**src/hw/rtl/gdbd_pkg.sv**
```systemverilog
package gdbd_pkg;

  localparam int YearW     = 12;
  localparam int MonthW    = 4;
  localparam int DayW      = 5;
  localparam int DiffW     = 18;
  localparam int CountW    = 22;
  localparam int Q4W       = YearW - 2;
  localparam int ProdW     = 16;
  localparam int CentW     = 6;
  localparam int DayPartW  = 9;

  localparam logic [YearW-1:0] BaseYearReset = 12'd1980;
  localparam logic [ProdW-1:0] RecipQ25      = 16'd41;
  localparam logic [Q4W-1:0]   Century4      = 10'd25;
  localparam logic [CountW-1:0] DaysPerYear  = 22'd365;

  typedef struct packed {
    logic [YearW-1:0]  first_year;
    logic [MonthW-1:0] first_month;
    logic [DayW-1:0]   first_day;
    logic [YearW-1:0]  second_year;
    logic [MonthW-1:0] second_month;
    logic [DayW-1:0]   second_day;
  } in_t;

  typedef struct packed {
    logic signed [DiffW-1:0] days_between;
    logic                    out_of_range;
  } out_t;

  typedef struct packed {
    logic en1;
    logic en2;
  } lane_ctrl_t;

  // Days before the first of the month; out-of-range months clamp to January or December.
  function automatic logic [DayPartW-1:0] month_offset(input logic [MonthW-1:0] m);
    logic [DayPartW-1:0] r;
    unique case (m)
      4'd0, 4'd1: r = 9'd0;
      4'd2:       r = 9'd31;
      4'd3:       r = 9'd59;
      4'd4:       r = 9'd90;
      4'd5:       r = 9'd120;
      4'd6:       r = 9'd151;
      4'd7:       r = 9'd181;
      4'd8:       r = 9'd212;
      4'd9:       r = 9'd243;
      4'd10:      r = 9'd273;
      4'd11:      r = 9'd304;
      default:    r = 9'd334;
    endcase
    return r;
  endfunction

endpackage

```
**src/hw/rtl/gregorian_days_between_dates.sv**
```systemverilog
// Signed day count between two Gregorian dates.
// The input channel carries one pair of dates per transaction on in_data_i,
// qualified by in_valid_i and held off by in_stall_o. The output channel
// returns one transaction per input on out_data_o with out_valid_o, and the
// receiver holds it with out_stall_i.
// Each date goes through its own two-stage lane that forms an absolute day
// number; a merge stage subtracts the two numbers, saturates to 18 bits and
// registers the result. The result passes through both lane registers and the
// merge output register before it shows on out_valid_o. One transaction is
// accepted every cycle while the receiver does not stall the output.
// A year below the base year gives out_of_range and a zero difference.
// The user must write the base year through cfg_we_i and cfg_data_i while
// idle; the block does not enforce this. Reset empties the pipeline and sets
// the base year to 1980. When the receiver stalls, results back up through
// the three stages and in_stall_o rises once every stage holds a transaction.
module gregorian_days_between_dates import gdbd_pkg::*; (
  input  logic             clk_i,
  input  logic             rst_ni,
  input  logic             in_valid_i,
  output logic             in_stall_o,
  input  in_t              in_data_i,
  output logic             out_valid_o,
  input  logic             out_stall_i,
  output out_t             out_data_o,
  input  logic             cfg_we_i,
  input  logic [YearW-1:0] cfg_data_i
);

  logic [YearW-1:0]  base_year_q;
  logic              v1_q, v2_q, v3_q;
  logic              oor1_q, oor2_q;
  logic              ready1, ready2, ready3;
  logic              oor_in;
  lane_ctrl_t        lane_ctrl;
  logic              merge_en;
  logic [CountW-1:0] count_first, count_second;

  assign ready3 = !v3_q || !out_stall_i;
  assign ready2 = !v2_q || ready3;
  assign ready1 = !v1_q || ready2;

  assign lane_ctrl.en1 = ready1 && in_valid_i;
  assign lane_ctrl.en2 = ready2 && v1_q;
  assign merge_en      = ready3 && v2_q;

  assign oor_in = (in_data_i.first_year < base_year_q) ||
                  (in_data_i.second_year < base_year_q);

  always_ff @(posedge clk_i or negedge rst_ni) begin
    if (!rst_ni) begin
      base_year_q <= BaseYearReset;
    end else if (cfg_we_i) begin
      base_year_q <= cfg_data_i;
    end
  end

  always_ff @(posedge clk_i or negedge rst_ni) begin
    if (!rst_ni) begin
      v1_q <= 1'b0;
      v2_q <= 1'b0;
      v3_q <= 1'b0;
    end else begin
      if (ready1) begin
        v1_q <= in_valid_i;
      end
      if (ready2) begin
        v2_q <= v1_q;
      end
      if (ready3) begin
        v3_q <= v2_q;
      end
    end
  end

  always_ff @(posedge clk_i) begin
    if (lane_ctrl.en1) begin
      oor1_q <= oor_in;
    end
    if (lane_ctrl.en2) begin
      oor2_q <= oor1_q;
    end
  end

  gdbd_lane u_lane_first (
    .clk_i   (clk_i),
    .ctrl_i  (lane_ctrl),
    .year_i  (in_data_i.first_year),
    .month_i (in_data_i.first_month),
    .day_i   (in_data_i.first_day),
    .count_o (count_first)
  );

  gdbd_lane u_lane_second (
    .clk_i   (clk_i),
    .ctrl_i  (lane_ctrl),
    .year_i  (in_data_i.second_year),
    .month_i (in_data_i.second_month),
    .day_i   (in_data_i.second_day),
    .count_o (count_second)
  );

  gdbd_merge u_merge (
    .clk_i          (clk_i),
    .en_i           (merge_en),
    .count_first_i  (count_first),
    .count_second_i (count_second),
    .oor_i          (oor2_q),
    .data_o         (out_data_o)
  );

  assign in_stall_o  = !ready1;
  assign out_valid_o = v3_q;

  a_accept_fills: assert property (@(posedge clk_i) disable iff (!rst_ni)
    (in_valid_i && !in_stall_o) |=> v1_q)
    else $error("accepted transaction did not enter the first stage");

  a_no_stall_empty: assert property (@(posedge clk_i) disable iff (!rst_ni)
    !v1_q |-> !in_stall_o)
    else $error("input stalled while the first stage is empty");

  a_out_leaves: assert property (@(posedge clk_i) disable iff (!rst_ni)
    (out_valid_o && out_stall_i && !merge_en) |=> out_valid_o)
    else $error("stalled result was dropped");

  a_oor_zero: assert property (@(posedge clk_i) disable iff (!rst_ni)
    (out_valid_o && out_data_o.out_of_range) |-> (out_data_o.days_between == '0))
    else $error("out-of-range result carries a nonzero difference");

endmodule

```
**src/hw/rtl/gdbd_lane.sv**
```systemverilog
module gdbd_lane import gdbd_pkg::*; (
  input  logic              clk_i,
  input  lane_ctrl_t        ctrl_i,
  input  logic [YearW-1:0]  year_i,
  input  logic [MonthW-1:0] month_i,
  input  logic [DayW-1:0]   day_i,
  output logic [CountW-1:0] count_o
);

  logic [YearW-1:0]    prev_year;
  logic [Q4W-1:0]      prev_q4;
  logic [ProdW-1:0]    prev_prod;
  logic [CentW-1:0]    prev_q100;
  logic [Q4W-1:0]      year_q4;
  logic [ProdW-1:0]    year_prod;
  logic [CentW-1:0]    year_q100;
  logic [Q4W-1:0]      year_c25;
  logic                div4;
  logic                div100;
  logic                leap;
  logic                late_month;

  logic [CountW-1:0]   y365_d, y365_q;
  logic [Q4W-1:0]      prev_q4_q;
  logic [CentW-1:0]    prev_q100_q;
  logic                nonzero_d, nonzero_q;
  logic [DayPartW-1:0] day_part_d, day_part_q;
  logic [Q4W-1:0]      leaps;
  logic [CountW-1:0]   count_d, count_q;

  // Division by 100 is a shift by two followed by a reciprocal multiply for 25.
  always_comb begin
    prev_year  = year_i - YearW'(1);
    prev_q4    = prev_year[YearW-1:2];
    prev_prod  = ProdW'(prev_q4) * RecipQ25;
    prev_q100  = prev_prod[ProdW-1:ProdW-CentW];
    year_q4    = year_i[YearW-1:2];
    year_prod  = ProdW'(year_q4) * RecipQ25;
    year_q100  = year_prod[ProdW-1:ProdW-CentW];
    year_c25   = Q4W'(year_q100) * Century4;
    div4       = (year_i[1:0] == 2'd0);
    div100     = div4 && (year_q4 == year_c25);
    leap       = (div4 && !div100) || (div100 && (year_q100[1:0] == 2'd0));
    late_month = (month_i > MonthW'(2));
    y365_d     = CountW'(year_i) * DaysPerYear;
    nonzero_d  = (year_i != '0);
    day_part_d = month_offset(month_i) + DayPartW'(leap && late_month) + DayPartW'(day_i);
  end

  always_ff @(posedge clk_i) begin
    if (ctrl_i.en1) begin
      y365_q      <= y365_d;
      prev_q4_q   <= prev_q4;
      prev_q100_q <= prev_q100;
      nonzero_q   <= nonzero_d;
      day_part_q  <= day_part_d;
    end
  end

  always_comb begin
    if (nonzero_q) begin
      leaps = prev_q4_q - Q4W'(prev_q100_q) + Q4W'(prev_q100_q[CentW-1:2]) + Q4W'(1);
    end else begin
      leaps = '0;
    end
    count_d = y365_q + CountW'(leaps) + CountW'(day_part_q);
  end

  always_ff @(posedge clk_i) begin
    if (ctrl_i.en2) begin
      count_q <= count_d;
    end
  end

  assign count_o = count_q;

endmodule

```
**src/hw/rtl/gdbd_merge.sv**
```systemverilog
module gdbd_merge import gdbd_pkg::*; (
  input  logic              clk_i,
  input  logic              en_i,
  input  logic [CountW-1:0] count_first_i,
  input  logic [CountW-1:0] count_second_i,
  input  logic              oor_i,
  output out_t              data_o
);

  localparam int SumW = CountW + 1;
  localparam logic signed [SumW-1:0] DiffMax = SumW'((1 << (DiffW - 1)) - 1);
  localparam logic signed [SumW-1:0] DiffMin = -SumW'(1 << (DiffW - 1));

  logic signed [SumW-1:0] diff;
  out_t                   data_d, data_q;

  always_comb begin
    diff = $signed({1'b0, count_second_i}) - $signed({1'b0, count_first_i});
    data_d.out_of_range = oor_i;
    priority if (oor_i) begin
      data_d.days_between = '0;
    end else if (diff > DiffMax) begin
      data_d.days_between = DiffMax[DiffW-1:0];
    end else if (diff < DiffMin) begin
      data_d.days_between = DiffMin[DiffW-1:0];
    end else begin
      data_d.days_between = diff[DiffW-1:0];
    end
  end

  always_ff @(posedge clk_i) begin
    if (en_i) begin
      data_q <= data_d;
    end
  end

  assign data_o = data_q;

endmodule
```
**config.mk**
```make
export PLATFORM = sky130hd
export DESIGN_NAME = gregorian_days_between_dates
export DESIGN_NICKNAME = d
export VERILOG_FILES = /design/src/hw/rtl/gdbd_pkg.sv /design/src/hw/rtl/gregorian_days_between_dates.sv /design/src/hw/rtl/gdbd_lane.sv /design/src/hw/rtl/gdbd_merge.sv
export SDC_FILE = /design/constraint.sdc
export NUM_CORES = 1
export LEC_CHECK = 0
export ABC_AREA = 1
export BUFFER_PORTS_ARGS = -buffer_cell sky130_fd_sc_hd__buf_2
export CORE_MARGIN = 2
export CORE_UTILIZATION = 30
export DETAILED_ROUTE_END_ITERATION = 10
export GPL_ROUTABILITY_DRIVEN = 0
export HOLD_SLACK_MARGIN = 0.03
export PLACE_DENSITY_LB_ADDON = 0.25
export SKIP_CTS_REPAIR_TIMING = 1
export SLEW_MARGIN = 30
export SYNTH_ARGS = -nofsm -noshare
export SYNTH_HDL_FRONTEND = slang
export SYNTH_SLANG_ARGS = --single-unit
```
**constraint.sdc**
```tcl
create_clock -name clk_i -period 6.5 [get_ports clk_i]
set_input_delay 0.325 -clock clk_i [delete_from_list [all_inputs] [get_ports clk_i]]
set_output_delay 0.325 -clock clk_i [all_outputs]
set_load 0.01 [all_outputs]
```
==> summary.md, run 1 <==
| Metric | Value |
|---|---|
| Outcome | `complete, no violations` |
| Post-DP Area | `0.0221 mm²` |
| CTS tree | `yes` |
| Hpwl dp | `between 30000 and 40000 µm` |
| Hold Path Class | `primary input to flop` |
| Worst setup SP type | `primary input` |
| Yosys reg bits | `between 150 and 200` |
| Initial Util | `30.5%` |
| Slew Limit Fails | `0` |
| First-pass GRT wire length | `77300 µm` |
| CTS root buffer | `clkbuf_16` |
| P per Cell Area | `419 mW/mm²` |
| Worst slack, placed | `-578 ps` |
| Post-route design area | `0.0230 mm²` |
| Largest net degree at the start of global routing | `50` |
| Sequential area share after synthesis | `26.2%` |
| Clock latency on the worst-skew pair | `470 ps` |
| Final nets | `3032` |
| Worst-path clk slew | `around 70 ps` |
| Routed WL | `about 47000 µm` |
| Synth Flop Type | `edfxtp_1` |
| Via count | `15298` |
| Avg Inst Size Synth | `8.66 µm²` |
| Cells after Synth | `2278` |
| Post-synthesis mux area share | `0%` |
| Yosys Warn Count | `0` |
| Total design power | `9.65 mW` |
| Clock Skew | `11.7 ps` |
| Synth async-reset ratio | `about 8.6%` |
| Top area cells in the synthesized netlist | `edfxtp_1 (24%), ha_1 (22%), fa_1 (12%)` |
| Die Footprint | `between 0.06 and 0.07 mm²` |
| EDFF count, synth | `159` |
| Synth Area in Compound Gates | `8.12%` |
| CP endpoint kind | `flop` |
| Arrival time worst endpoint | `6420 ps` |
| DIE HEIGHT | `260 µm` |
| Hold Vio Cnt, Final | `0` |
| Simple-gate share of the synthesized area | `16.2%` |
| Largest family of logic cells by synthesized area | `adder cells` |
| VDD IR max | `roughly 210 µV` |
| Port buffer count | `79` |
| CTS Buf Count | `17` |
| H-tree levels | `4` |
| CP required | `about 6700 ps` |
| Distinct cells, synth | `51` |
| Setup ws final | `288 ps` |
| FP Rows | `93` |
| Area share of the largest cell type after synthesis | `24.2%` |
| XOR/XNOR Fraction of Synth Area | `under 10%` |
| Setup TNS | `0 ps` |
| ANT cells | `0` |
| Post-Syn Nets | `between 2000 and 3000` |
| Drc violations | `0` |
| Total track usage | `14.3%` |
| Die width | `260 µm` |
| Critical Path Max Stage Delay | `around 360 ps` |
| Final period util | `95.6%` |
| Area delta synth->final | `16.6%` |
| I/O pins | `80` |
| Via density | `4.55` |
| CP dominant cell by count | `ha_1` |
| Crit path kind | `primary input to flop` |
| Post-synthesis cell area | `0.0197 mm²` |
| Final setup violating endpoints | `0` |
| Drt initial violations | `613` |
| Number of global-route vias before repair | `roughly 15000` |
| Proportion of layout cells with a drive suffix above 1 | `between 10% and 20%` |
| Leading area contributor after synthesis | `edfxtp_1` |
| Antenna violations before repair | `1` |
| Worst slew pin tran | `715 ps` |
| Routed len/inst | `between 10 and 15 µm` |
| Max clock buf depth | `2` |
| Core Footprint | `0.0647 mm²` |
| Final ANT Viol Nets | `0` |
| Crit Path Max Fanout | `3` |
| Synth Area in Adders | `34.8%` |
| Total congestion overflow | `0` |
| Fmax achieved | `about 160 MHz` |
| Pleak | `roughly 12 nW` |
| Minimum clock period | `6210 ps` |
| Max Cap Violations | `0` |
| TritonCTS Sinks | `between 150 and 200` |
| Drt pass-1 iters | `5` |
| Crit-path slowest cell | `fa_2` |
| Rel. slew slack | `51.8%` |
-- per-stage QoR --
stage          hold slack (ps)  utilization, %  cells
6_report                  69.0            35.5   3365
3_3_place_gp               242            34.2   3329
3_5_place_dp               251            34.2   3329
5_1_grt                   67.9            35.5   3365
4_1_cts                   -278            35.1   3360
2_1_floorplan             29.4               -   2278
-- cell usage in the layout (no fill, tap or decap), types with 4 or more instances in the layout --
cell type / Yosys / routed
nand2_1: 437 / 436
fa_1: 123 / 118
o21ai_0: 94 / 89
dfrtp_1: 7 / 7
ha_4: 0 / 9
fa_2: 0 / 5
nor3_1: 17 / 17
a21o_1: 8 / 8
clkinvlp_4: 0 / 4
nand3_1: 85 / 85
nand2_2: 8 / 9
clkinv_1: 1 / 4
nand3_2: 8 / 8
o211ai_1: 5 / 5
dfstp_2: 8 / 8
a21oi_1: 138 / 127
nor2_4: 3 / 5
nand4_1: 31 / 31
ha_1: 352 / 342
inv_1: 441 / 440
a31oi_1: 8 / 8
xnor2_1: 45 / 42
a211oi_1: 9 / 7
a21oi_2: 1 / 11
buf_4: 0 / 125
o21bai_1: 8 / 7
a221oi_1: 4 / 4
o21ai_1: 1 / 4
edfxtp_1: 159 / 159
xor2_1: 84 / 81
buf_2: 1 / 79
clkbuf_16: 0 / 17
nor2_2: 11 / 13
nor2_1: 133 / 129
nand3b_1: 5 / 5
inv_2: 9 / 9
-- final timing paths --
check                                              from                           to  slack (ps)  cells past startpoint
min in group asynchronous                        rst_ni               base_year_q[1]         290                      2
max                                       in_data_i[14]  u_lane_second.day_part_q[6]         290                     36
max reg2reg                u_lane_second.prev_q100_q[3]    u_lane_second.count_o[17]        1680                     23
max in group asynchronous                        rst_ni               base_year_q[4]        5910                      2
min reg2reg                                      oor1_q                       oor2_q         430                      0
min                                       cfg_data_i[7]               base_year_q[7]          70                      3
-- routing by layer --
metal  track usage (%)  vias up  part of all wire (%)
met5                 0        -                 0.028
met4              4.59        2                   2.1
met3              2.13       50                   3.5
met2              24.4      207                    48
met1              18.6     7142                    47
li1                  -     7897                     -
-- critical path, delay by kind of cell --
kind	cells	cell delay, ps
AO/OA/AOI/OAI	6	890
AND/OR/NAND/NOR	14	1380
adder cells (fa/ha/maj)	10	3060
buffers and inverters	3	330
XOR/XNOR	3	420
-- layout make-up --
| type | instances | area [µm²] |
|---|---|---|
| clock buffer | 18 | 429 |
| clock inverter | 13 | 140 |
| fill | 6717 | 41700 |
| inverter | 451 | 1690 |
| multi-input combinational | 1646 | 13100 |
| sequential | 174 | 5160 |
| tap | 855 | 1070 |
| timing repair buffer | 208 | 1400 |
-- Yosys cell counts (7+ instances only) --
library cell / count
edfxtp_1: 159
o21ai_0: 94
dfstp_2: 8
ha_1: 352
inv_1: 441
a21oi_1: 138
inv_2: 9
a211oi_1: 9
nand3_1: 85
a31oi_1: 8
nor2_2: 11
dfrtp_1: 7
xnor2_1: 45
nand2_1: 437
fa_1: 123
nor2_1: 133
nor3_1: 17
nand2_2: 8
a21o_1: 8
nand4_1: 31
o21bai_1: 8
xor2_1: 84
nand3_2: 8
-- sequential cells by signal, indices dropped and copies added (netlist names), 6 cells and up --
name	cells
u_lane_second.prev_q4_q	10
u_merge.data_o	19
u_lane_first.day_part_q	9
u_lane_second.y365_q	21
u_lane_first.count_o	22
u_lane_first.prev_q100_q	6
u_lane_second.day_part_q	9
u_lane_first.y365_q	21
u_lane_second.prev_q100_q	6
u_lane_second.count_o	22
u_lane_first.prev_q4_q	10
base_year_q	12
-- logic make-up (layout without fill, tap and decap cells) --
family,Yosys count,in the layout
compound gates,291,291
xor+xnor,130,130
buf+inv,458,690
fa+ha+maj,475,475
flops,174,174
simple gates,750,750
-- power by group --
group	internal (mW)	total [mW]	switching [mW]
registers	1.85	2.01	0.155
clock network	0.564	1.03	0.466
logic	2.74	6.61	3.87
total	5.16	9.65	4.49
Power figures use the tool's default switching activity.
==> run 2: changes to the inputs <==
--- a/config.mk
+++ b/config.mk
@@ -5,11 +5,10 @@
 export SDC_FILE = /design/constraint.sdc
 export NUM_CORES = 1
 export LEC_CHECK = 0
-export ABC_AREA = 1
-export BUFFER_PORTS_ARGS = -buffer_cell sky130_fd_sc_hd__buf_2
-export CORE_MARGIN = 2
+export CORE_MARGIN = 4
 export CORE_UTILIZATION = 30
 export DETAILED_ROUTE_END_ITERATION = 10
+export DONT_BUFFER_PORTS = 1
 export GPL_ROUTABILITY_DRIVEN = 0
 export HOLD_SLACK_MARGIN = 0.03
 export PLACE_DENSITY_LB_ADDON = 0.25
==> summary.md, run 2 <==
| Metric | Value |
|---|---|
| CP endpoint kind | `flop (unchanged)` |
| Reg-to-reg startpoint | `u_lane_first.prev_q100_q[2] (was u_lane_second.prev_q100_q[3])` |
| Post-Syn Nets | `2352 (was 2812)` |
| Fmax achieved | `160 MHz (was 161 MHz)` |
| Outcome | `complete, no violations (unchanged)` |
| Crit Path Max Fanout | `7 (was 3)` |
| Hold_sp | `in_data_i[29] (was cfg_data_i[7])` |
| Antenna violations before repair | `0 (was 1)` |
| Sequential area share after synthesis | `27.7% (was 26.2%)` |
| Most frequent cells in the layout | `ha_1 (322), inv_1 (307), edfxtp_1 (159) (was inv_1 (440), nand2_1 (436), ha_1 (342))` |
| Minimum clock period | `6270 ps (was 6210 ps)` |
| Sw frac | `42.6% (was 46.5%)` |
| Largest net degree at the start of global routing | `50 (unchanged)` |
| H-tree levels | `4 (unchanged)` |
| Pint | `5.48 mW (was 5.16 mW)` |
| CTS root buffer | `clkbuf_16 (unchanged)` |
| RSZ-0062 raised after global routing | `yes` |
| Proportion of layout cells with a drive suffix above 1 | `9.71% (was 13.1%)` |
| Routed len/inst | `15.4 µm (was 13.9 µm)` |
| Top area cells in the synthesized netlist | `edfxtp_1 (26%), ha_1 (24%), fa_1 (13%) (was edfxtp_1 (24%), ha_1 (22%), fa_1 (12%))` |
| Met2 usage | `21.3% (was 24.4%)` |
| P per Cell Area | `445 mW/mm² (was 419 mW/mm²)` |
| Hold Vio Cnt, Final | `0 (unchanged)` |
| First-pass GRT wire length | `67900 µm (was 77300 µm)` |
| Reg power frac | `21.2% (was 20.8%)` |
| Avg Inst Size Synth | `10.3 µm² (was 8.66 µm²)` |
| Drc violations | `0 (unchanged)` |
| VDD IR max | `215 µV (about the same)` |
| Final setup violating endpoints | `0 (unchanged)` |
| CTS Buf Count | `17 (unchanged)` |
| Die Footprint | `0.0662 mm² (was 0.0678 mm²)` |
| Commonest non-fill, non-tap cell in the layout | `ha_1 (was inv_1)` |
| Clock latency on the worst-skew pair | `470 ps (about the same)` |
| Worst r2r dst | `u_lane_first.count_o[19] (was u_lane_second.count_o[17])` |
| Drt pass-1 iters | `5 (unchanged)` |
| Setup TNS | `0 ps (unchanged)` |
| Yosys reg bits | `174 (unchanged)` |
| Drt initial violations | `515 (was 613)` |
| Most frequent cell after synthesis | `ha_1 (was inv_1)` |
| Post-DP Area | `0.0205 mm² (was 0.0221 mm²)` |
| Synth async-reset ratio | `8.62% (unchanged)` |
| Hold path depth | `1 (was 3)` |
| TritonCTS Sinks | `174 (unchanged)` |
| Worst-path clk slew | `70 ps (about the same)` |
| Yosys Warn Count | `0 (unchanged)` |
| CP required | `6730 ps (was 6710 ps)` |
| Max Cap Violations | `0 (unchanged)` |
| Startpoint of the worst setup timing path | `in_data_i[35] (was in_data_i[14])` |
| GRT met3 Usage | `2.31% (was 2.13%)` |
| Clock Skew | `17.0 ps (was 11.7 ps)` |
| Post-synthesis cell area | `0.0186 mm² (was 0.0197 mm²)` |
| Post-route design area | `0.0215 mm² (was 0.0230 mm²)` |
| FF-to-FF path depth | `19 (was 23)` |
| Cells after Synth | `1818 (was 2278)` |
| Clk pwr share | `11.5% (was 10.7%)` |
| Die width | `257 µm (was 260 µm)` |
| Port buffer count | `0 (was 79)` |
| Core Footprint | `0.0616 mm² (was 0.0647 mm²)` |
| CP dominant cell by count | `ha_1 (unchanged)` |
| EDFF count, synth | `159 (unchanged)` |
| ANT cells | `0 (unchanged)` |
| Rel. slew slack | `44.2% (was 51.8%)` |
| Leading area contributor after synthesis | `edfxtp_1 (unchanged)` |
| Worst setup SP type | `primary input (unchanged)` |
| Arrival time worst endpoint | `6490 ps (was 6420 ps)` |
| Psw | `4.06 mW (was 4.49 mW)` |
| Worst slew pin tran | `830 ps (was 715 ps)` |
| Via count | `12772 (was 15298)` |
| Via density | `4.64 (was 4.55)` |
| R2R Setup Slk | `1460 ps (was 1680 ps)` |
| I/O pins | `80 (unchanged)` |
| Area delta synth->final | `15.1% (was 16.6%)` |
| Initial Util | `30.3% (was 30.5%)` |
| Layout Utilization | `34.8% (was 35.5%)` |
| Final ANT Viol Nets | `0 (unchanged)` |
| Area share of the largest cell type after synthesis | `25.6% (was 24.2%)` |
| Worst hold endpoint | `u_lane_first.day_part_q[8] (was base_year_q[7])` |
| Met1 Track Usage GR | `17.3% (was 18.6%)` |
| Total track usage | `12.9% (was 14.3%)` |
| Number of global-route vias before repair | `12969 (was 15447)` |
| Synth Flop Type | `edfxtp_1 (unchanged)` |
| Max clock buf depth | `2 (unchanged)` |
| Pleak | `9.78 nW (was 11.7 nW)` |
| Hold Path Class | `primary input to flop (unchanged)` |
| Final period util | `96.4% (was 95.6%)` |
| Crit-path slowest cell | `fa_1 (was fa_2)` |
| DIE HEIGHT | `257 µm (was 260 µm)` |
| Total design power | `9.54 mW (was 9.65 mW)` |
| Global routing's busiest layer | `met2 (unchanged)` |
| Slew Limit Fails | `0 (unchanged)` |
| Distinct cells, synth | `64 (was 51)` |
| Synth cell count leaders | `ha_1 (352), inv_1 (310), edfxtp_1 (159) (was inv_1 (441), nand2_1 (437), ha_1 (352))` |
| Crit path kind | `primary input to flop (unchanged)` |
| CTS tree | `yes (unchanged)` |
| Hpwl dp | `35300 µm (was 39900 µm)` |
| Total congestion overflow | `0 (unchanged)` |
| Critical Path Max Stage Delay | `500 ps (was 360 ps)` |
| FP Rows | `91 (was 93)` |
| Final nets | `2436 (was 3032)` |
| Routed WL | `42300 µm (was 46700 µm)` |
| Combinational group share of total power | `67.3% (was 68.5%)` |
==> run 2: cell count changes after synthesis, sizes merged, moves of 19 or more <==
cell   delta
nand4    -24
inv     -140
xnor2    +77
nor2     -69
nor2b    +19
nand2   -371
nand3    -64
xor2     -42
o21a     +28
a21oi    -49
a21o     +28
==> run 2: per-layer routing <==
metal / up-vias / part of all wire, %
met1: 6140 / 48
met3: 36 / 3.1
met5: - / 0
met4: 0 / 2.1
met2: 157 / 47
li1: 6439 / -
==> run 2: cell families after synthesis <==
logic type	count (synthesis)	share of synthesized area, %
buffers and inverters	326	6.62
XOR/XNOR	164	7.70
multiplexers	10	0.584
AND/OR/NAND/NOR	328	8.87
flip-flops	174	27.7
AO/OA/AOI/OAI	341	11.7
adder cells (fa/ha/maj)	475	36.8
==> run 2: layout make-up <==
type	count	area, µm²
Tap cell	837	1050
Multi-Input combinational cell	1318	12800
Inverter	310	1160
Fill cell	6124	40100
Timing Repair Buffer	81	661
Clock buffer	18	429
Clock inverter	14	181
Sequential cell	174	5160
==> run 2: worst max path at each step <==
| stage | end | slack (ps) |
|---|---|---|
| 4_1_cts | u_lane_first.day_part_q[8] | -10 |
| 3_5_place_dp | u_lane_second.day_part_q[8] | -520 |
| 2_1_floorplan | u_lane_second.day_part_q[8] | -20 |
| 5_1_grt | u_lane_second.day_part_q[8] | -90 |
| 6_report | u_lane_first.day_part_q[8] | 230 |
| 3_3_place_gp | u_lane_first.day_part_q[8] | -420 |
==> run 2: critical path, delay by kind of cell <==
kind	cells	cell delay [ps]
fa+ha+maj	9	2850
compound gates	9	1550
simple gates	8	910
buf+inv	5	350
xor+xnor	3	500
==> run 2: power by group through the flow <==
| stage | Combinational (mW) | Sequential [mW] | Clock [mW] |
|---|---|---|---|
| after floorplan | 5.01 | 1.99 | 0 |
| after global placement | 6.26 | 2.06 | 0 |
| after detailed placement | 6.35 | 2.06 | 0 |
| after CTS | 6.40 | 2.04 | 1.14 |
| after global routing | 7.34 | 2.07 | 1.18 |
| final | 6.42 | 2.03 | 1.09 |
==> run 2: metrics by stage <==
stage,instances,setup WS [ps],hold WS [ps]
3_3_place_gp,2697,-423,29.9
6_report,2752,232,67.0
5_1_grt,2752,-92.9,41.4
2_1_floorplan,1818,-21.3,29.4
3_5_place_dp,2697,-516,29.9
4_1_cts,2729,-14.7,-514
==> run 3: changes to the inputs <==
--- a/config.mk
+++ b/config.mk
@@ -12,6 +12,7 @@
 export GPL_ROUTABILITY_DRIVEN = 0
 export HOLD_SLACK_MARGIN = 0.03
 export PLACE_DENSITY_LB_ADDON = 0.25
+export RECOVER_POWER = 25
 export SKIP_CTS_REPAIR_TIMING = 1
 export SLEW_MARGIN = 30
 export SYNTH_ARGS = -nofsm -noshare
==> summary.md, run 3 (synthesis results as in run 2) <==
| Metric | Value |
|---|---|
| Drt initial violations | `513 (was 515)` |
| DIE HEIGHT | `257 µm (unchanged)` |
| Slew Limit Fails | `46 (was 0)` |
| VDD IR max | `215 µV (about the same)` |
| Drc violations | `0 (unchanged)` |
| Total design power | `9.54 mW (about the same)` |
| Port buffer count | `0 (unchanged)` |
| Crit path kind | `primary input to flop (unchanged)` |
| H-tree levels | `4 (unchanged)` |
| CTS tree | `yes (unchanged)` |
| Number of global-route vias before repair | `12969 (unchanged)` |
| Most frequent cells in the layout | `ha_1 (322), inv_1 (307), edfxtp_1 (159) (unchanged)` |
| I/O pins | `80 (unchanged)` |
| Reg-to-reg startpoint | `u_lane_first.prev_q100_q[2] (unchanged)` |
| Layout Utilization | `34.8% (about the same)` |
| Drt pass-1 iters | `5 (unchanged)` |
| Worst Setup EP | `u_lane_first.day_part_q[8] (unchanged)` |
| Via density | `4.64 (about the same)` |
| CP dominant cell by count | `ha_1 (unchanged)` |
| Final setup violating endpoints | `0 (unchanged)` |
| Clk pwr share | `11.5% (about the same)` |
| Crit Path Max Fanout | `7 (unchanged)` |
| Clock Skew | `16.7 ps (was 17.0 ps)` |
| Hold Path Class | `primary input to flop (unchanged)` |
| Pleak | `9.77 nW (was 9.78 nW)` |
| TritonCTS Sinks | `174 (unchanged)` |
| Combinational group share of total power | `67.3% (about the same)` |
| Largest net degree at the start of global routing | `50 (unchanged)` |
| Max Cap Violations | `1 (was 0)` |
| Outcome | `complete, but fails checks (was complete, no violations)` |
| P per Cell Area | `445 mW/mm² (about the same)` |
| Antenna violations before repair | `0 (unchanged)` |
| Rel. slew slack | `-103% (was 44.2%)` |
| Worst r2r dst | `u_lane_first.count_o[19] (unchanged)` |
| Initial Util | `30.3% (unchanged)` |
| Final period util | `96.4% (about the same)` |
| CP endpoint kind | `flop (unchanged)` |
| Total track usage | `12.9% (unchanged)` |
| FP Rows | `91 (unchanged)` |
| Area delta synth->final | `15.0% (was 15.1%)` |
| Failing checks | `capacitance limit, slew limit` |
| Hold Vio Cnt, Final | `0 (unchanged)` |
| Proportion of layout cells with a drive suffix above 1 | `9.56% (was 9.71%)` |
| CP required | `6730 ps (about the same)` |
| Reg power frac | `21.3% (was 21.2%)` |
| Clock latency on the worst-skew pair | `470 ps (about the same)` |
| Psw | `4.06 mW (about the same)` |
| Total congestion overflow | `0 (unchanged)` |
| Max clock buf depth | `2 (unchanged)` |
| Sw frac | `42.6% (about the same)` |
| Worst setup SP type | `primary input (unchanged)` |
| FF-to-FF path depth | `19 (unchanged)` |
| Crit-path slowest cell | `fa_1 (unchanged)` |
| Startpoint of the worst setup timing path | `in_data_i[35] (unchanged)` |
| Final ANT Viol Nets | `0 (unchanged)` |
| First-pass GRT wire length | `67900 µm (unchanged)` |
| CTS root buffer | `clkbuf_16 (unchanged)` |
| Fmax achieved | `160 MHz (about the same)` |
| Via count | `12777 (was 12772)` |
| Final nets | `2436 (unchanged)` |
| Arrival time worst endpoint | `6490 ps (about the same)` |
| Minimum clock period | `6270 ps (about the same)` |
| CTS Buf Count | `17 (unchanged)` |
| Die width | `257 µm (unchanged)` |
| Commonest non-fill, non-tap cell in the layout | `ha_1 (unchanged)` |
| R2R Setup Slk | `1460 ps (about the same)` |
| Worst slew pin tran | `3040 ps (was 830 ps)` |
| Routed len/inst | `15.4 µm (about the same)` |
| Core Footprint | `0.0616 mm² (unchanged)` |
| Worst-path clk slew | `70 ps (about the same)` |
| RSZ-0062 raised after global routing | `yes (unchanged)` |
| Pint | `5.48 mW (about the same)` |
| Critical Path Max Stage Delay | `500 ps (about the same)` |
| Routed WL | `42200 µm (was 42300 µm)` |
| Hpwl dp | `35300 µm (unchanged)` |
| ANT cells | `0 (unchanged)` |
| Die Footprint | `0.0662 mm² (unchanged)` |
-- run 3: power groups by stage --
stage / sequential [mW] / clock (mW) / combinational, mW
final: 2.03 / 1.09 / 6.42
after global routing: 2.07 / 1.18 / 7.34
after CTS: 2.04 / 1.14 / 6.40
after detailed placement: 2.06 / 0 / 6.35
after global placement: 2.06 / 0 / 6.26
after floorplan: 1.99 / 0 / 5.01
-- run 3: worst min path at each step --
stage	from	endpoint	cells past startpoint	slack, ps
floorplan	rst_ni	base_year_q[0]	0	30
global placement	rst_ni	v1_q	0	30
detailed placement	rst_ni	v2_q	0	30
CTS	rst_ni	v2_q	0	-510
global route	in_data_i[29]	u_lane_first.day_part_q[8]	1	40
finish	in_data_i[29]	u_lane_first.day_part_q[8]	1	70
-- run 3: stage by stage --
stage	hold slack, ps	cell area (µm²)	instances	setup TNS, ps	setup WS [ps]
floorplan	29.4	19000	1818	-23.0	-21.3
CTS	-514	21100	2729	-14.7	-14.7
global route	41.4	21500	2752	-109	-92.9
global placement	29.9	20500	2697	-2090	-423
finish	67.1	21500	2752	0	232
detailed placement	29.9	20500	2697	-2980	-516
-- run 3: routing by layer --
| layer | up-vias | global-route usage (%) | share of wire [%] |
|---|---|---|---|
| li1 | 6436 | - | - |
| met1 | 6138 | 17.3 | 48 |
| met2 | 167 | 21.3 | 47 |
| met3 | 36 | 2.31 | 3.2 |
| met4 | 0 | 3.74 | 2.1 |
| met5 | - | 0 | 0 |
-- run 3: cell type report --
class	instances	area, µm²
fillers	6126	40100
multi-input cells	1318	12800
flip-flops and latches	174	5160
inverters	310	1160
well taps	837	1050
repair buffers	81	657
clock buffers	18	429
clock inverters	14	181
-- run 3: critical path, delay by kind of cell --
kind / cells / cell delay, ps
adders and majority gates: 9 / 2850
AOI/OAI and AO/OA: 9 / 1550
and+or+nand+nor: 8 / 910
xor gates and xnor gates: 3 / 500
buffers and inverters: 5 / 350
